===== src/hdl/pi2rgba_ram.sv =====
module pi2rgba_ram #(
  parameter int WIDTH = 8,
  parameter int DEPTH = 256
) (
  input  logic                     clk,
  input  logic                     we,
  input  logic [$clog2(DEPTH)-1:0] waddr,
  input  logic [WIDTH-1:0]         wdata,
  input  logic                     re,
  input  logic [$clog2(DEPTH)-1:0] raddr,
  output logic [WIDTH-1:0]         rdata
);

  logic [WIDTH-1:0] mem [DEPTH];

  // read returns the old contents on a same-address write
  always_ff @(posedge clk) begin
    if (we) begin
      mem[waddr] <= wdata;
    end
    if (re) begin
      rdata <= mem[raddr];
    end
  end

endmodule


===== config.mk =====
export PLATFORM = sky130hd
export DESIGN_NAME = pi2rgba_ram
export DESIGN_NICKNAME = d
export VERILOG_FILES = /design/src/hdl/pi2rgba_ram.sv
export SDC_FILE = /design/constraint.sdc
export NUM_CORES = 2
export LEC_CHECK = 0
export BUFFER_PORTS_ARGS = -buffer_cell sky130_fd_sc_hd__buf_4
export CAP_MARGIN = 0
export CORE_MARGIN = 2
export CORE_UTILIZATION = 57
export DETAILED_ROUTE_END_ITERATION = 10
export PLACE_DENSITY_LB_ADDON = 0.15
export SLEW_MARGIN = 20
export SYNTH_ARGS = -nofsm -noshare
export SYNTH_HDL_FRONTEND = slang
export SYNTH_SLANG_ARGS = --single-unit

===== constraint.sdc =====
create_clock -name clk -period 2.7 [get_ports clk]
set_input_delay 0.54 -clock clk [delete_from_list [all_inputs] [get_ports clk]]
set_output_delay 0.54 -clock clk [all_outputs]
set_load 0.05 [all_outputs]

==> metrics.md <==
| Metric | Value |
|---|---|
| Routed vias | `41,600` |
| Most frequent cells after synthesis | `edfxtp_1 (2,056), mux4_2 (454), nor2_1 (282), mux2i_1 (134), a22oi_1 (133)` |
| Vias in the first global route | `42,100` |
| Worst slew pin tran | `0.988 ns` |
| Cell internal pwr | `0.0519 W` |
| CTS Buf Count | `196` |
| Critical Path RT | `3.26 ns` |
| Worst EP arrival | `3.26 ns` |
| Pins Over Slew Limit | `0` |
| Post-synth ARST share | `0%` |
| Final HPWL DP | `133 mm` |
| Critical Path Most Common Cell | `buf_12` |
| Pleak | `30.4 nW` |
| Final #Nets | `4,439` |
| Core Area | `139,000 um^2` |
| Skew-Pair Late Insertion Delay | `0.85 ns` |
| Post-synth top area share | `77.5%` |
| Clock tree buffer depth | `3` |
| Yosys reg bits | `2,056` |
| Max Cap Viol | `0` |
| Seq/Total Area, Yosys | `77.5%` |
| Largest net degree at the start of global routing | `94` |
| HP Start | `re` |
| Routed WL per cell | `31.2 um` |
| WS Path Type | `in -> reg` |
| CTS tree | `done` |
| Final hold slack | `0.0768 ns` |
| EDFF count, synth | `2,056` |
| Area Growth Syn to Fin | `17.2%` |
| Initial antenna violation count | `7` |
| Reg-to-reg slack, setup | `0.03 ns` |
| Worst Setup End Kind | `register` |
| Gr ovfl total | `0` |
| Vias per inst | `6.44` |
| Clk pwr share | `41.0%` |
| H-tree lvl count | `4` |
| Slowest CP cell | `nor4_1` |
| Number of I/O port buffers | `34` |
| Tightest Hold Check Type | `in -> reg` |
| Max frequency | `371 MHz` |
| Critical-path cell list | `buf_8 -> buf_12 -> buf_12 -> buf_12 -> buf_4 -> mux2i_1 -> o221ai_1 -> o22ai_1 -> nor3_1 -> nor4_1 -> nor4_2` |
| CTS Hold Bufs | `0` |
| Starting Density | `57.3%` |
| Cell Count, Final, Fillers Out | `6,457` |
| Reg2reg start | `mem[211][0]$_DFFE_PP_` |
| Status | `finished, final reports clean` |
| Most used DFF post-synth | `edfxtp_1` |
| Pre-Repair DR Iteration Count | `6` |
| Die area | `143,000 um^2` |
| Die Wd | `378 um` |
| Final Hold Fails | `0` |
| Max_slew headroom | `33.5%` |
| Critical-path maximum fanout | `15` |
| Comb pwr share | `5.7%` |
| Root Driver | `clkbuf_16` |
| Net Sw Power | `0.0141 W` |
| Crit path time final | `2.70 ns` |
| Postcts setup bufs | `0` |
| Synthesized cell area | `79,600 um^2` |
| Row count | `137` |
| Flop pwr share | `53.4%` |
| Routability cong. | `0.882` |
| Layout cells sized above 1 | `32.2%` |
| Pwr dens | `707 nW/um^2` |
| Mean Syn Cell Area | `21.3 um^2` |
| Fill cell count | `8,739` |
| Post-Syn Instances | `3,733` |
| Placed Cells incl. Taps | `6,090` |
| Peak VDD IR | `0.646 mV` |
| Setup Viol. Count Final | `0` |
| ANT nets after route | `0` |
| Global-route wire length before repair | `292 mm` |
| Crit-path max cell delay | `0.87 ns` |
| Final period utilization | `99.8%` |
| Worst Setup SP | `raddr[0]` |
| Syn. warnings | `0` |
| All-Layer GR Usage | `28.8%` |
| IO Pins | `35` |
| Syn nets | `3,760` |
| Synth cell types | `54` |
| Clock sinks | `2,056` |
| Area leader, netlist | `edfxtp_1` |
| Setup Skew | `0.0483 ns` |
| Startpoint Class | `input pin` |
| Clock-pin slew on the worst setup and hold paths | `0.06 ns` |
| Top cells by area, synth | `edfxtp_1 (78%), mux4_2 (13%), mux2i_1 (1.7%)` |
| Iter 0 DRT Violations | `6,036` |
| Detailed Route WL | `202 mm` |
| Remaining DRCs | `0` |
| Die Y | `378 um` |
| Most common cell in the synthesized netlist | `edfxtp_1` |
| Switch share | `21.4%` |
## flip-flops by register name, summed over array words and instances, names as in the netlist
signal / cells
mem: 2048
rdata: 8
## layer usage
metal  track usage [%]  routed length, um  vias to the layer above
met2              45.5              97800                     2346
met1              41.0              77700                    21800
met5                 0                 50                        -
met3              5.59              19800                      333
met4              9.09               6280                        8
li1                  -                  -                    17100
## critical path: cells and delay by family
kind / cells / cell delay [ns]
AND/OR/NAND/NOR: 3 / 1.09
buffers and inverters: 5 / 0.94
multiplexers: 1 / 0.18
AO/OA/AOI/OAI: 2 / 0.46
## layout make-up
class / instances / area (um^2) / area share, %
sequential: 2056 / 61700 / 66.1
multi-input combinational: 1442 / 16500 / 17.7
timing repair buffer: 714 / 6390 / 6.84
clock buffer: 240 / 5070 / 5.43
tap: 1876 / 2350 / 2.51
clock inverter: 125 / 1290 / 1.38
inverter: 2 / 7.51 / 0.00804
antenna: 2 / 5.00 / 0.00536
## power groups by stage
stage / combinational, W / clock [W] / sequential, W
2_1_floorplan: 0.00171 / 0 / 0.0360
3_3_place_gp: 0.00363 / 0 / 0.0359
3_5_place_dp: 0.00371 / 0 / 0.0359
4_1_cts: 0.00373 / 0.0274 / 0.0352
5_1_grt: 0.00391 / 0.0286 / 0.0352
6_report: 0.00374 / 0.0271 / 0.0352
## kinds of logic (layout without fill, tap and decap cells)
family,count (synthesis),in the layout,synth area share [%]
flops,2056,2056,77.5
mux,591,591,14.6
simple gates,466,466,2.63
compound gates,385,385,3.42
buf+inv,235,1081,1.83
other cells,0,2,0
## through the flow
| stage | setup slack (ns) | cell area (um^2) | setup TNS [ns] | util, % | power [W] |
|---|---|---|---|---|---|
| final | 0.00441 | 93400 | 0 | 67.2 | 0.0660 |
| after global routing | -0.00219 | 93400 | -0.00219 | 67.2 | 0.0677 |
| after CTS | 0.00580 | 93400 | 0 | 67.2 | 0.0664 |
| after detailed placement | -1.06 | 87000 | -6.20 | 62.6 | 0.0396 |
| after global placement | -1.11 | 87000 | -6.38 | 62.5 | 0.0395 |
| after floorplan | 0.0839 | 79600 | 0 | - | 0.0377 |
## worst paths after layout
path                         to  depth (start not counted)
max          rdata[0]$_DFFE_PP_                         11
min          rdata[7]$_DFFE_PP_                          1
max reg2reg  rdata[0]$_DFFE_PP_                          6
min reg2reg  rdata[6]$_DFFE_PP_                          6
## layout by cell type (no fill, tap or decap), types with 3 or more instances in the layout
cell type   instances
o22a_1              5
bufinv_16          18
inv_6               3
nor2_1            279
nor3_1             19
edfxtp_1         2056
a221oi_1           13
and2_1              6
mux4_2            454
mux2i_1           134
o22ai_1            28
clkbuf_8            8
clkbuf_16         196
o21ai_0            10
nor2b_1            28
a211oi_1           15
nand4_1            10
clkinvlp_4          3
o211ai_1           10
nor4_1             21
clkinv_2           42
a22oi_1           133
o221ai_1           46
nand2b_1            8
inv_16              6
nor4_2              6
nand3_1            34
clkinv_16           5
a21oi_1            96
clkinv_1           44
o32ai_1             4
or2_2               4
buf_4             627
a22o_1              8
nand2_1            33
clkbuf_1           44
buf_12             77
## what timing repair did
item / in CTS / in global routing
endpoints found under the setup margin: 3 / 3
cloned: 0 / 0
gates resized for setup: 5 / 3
(Power assumes the default switching activity.)
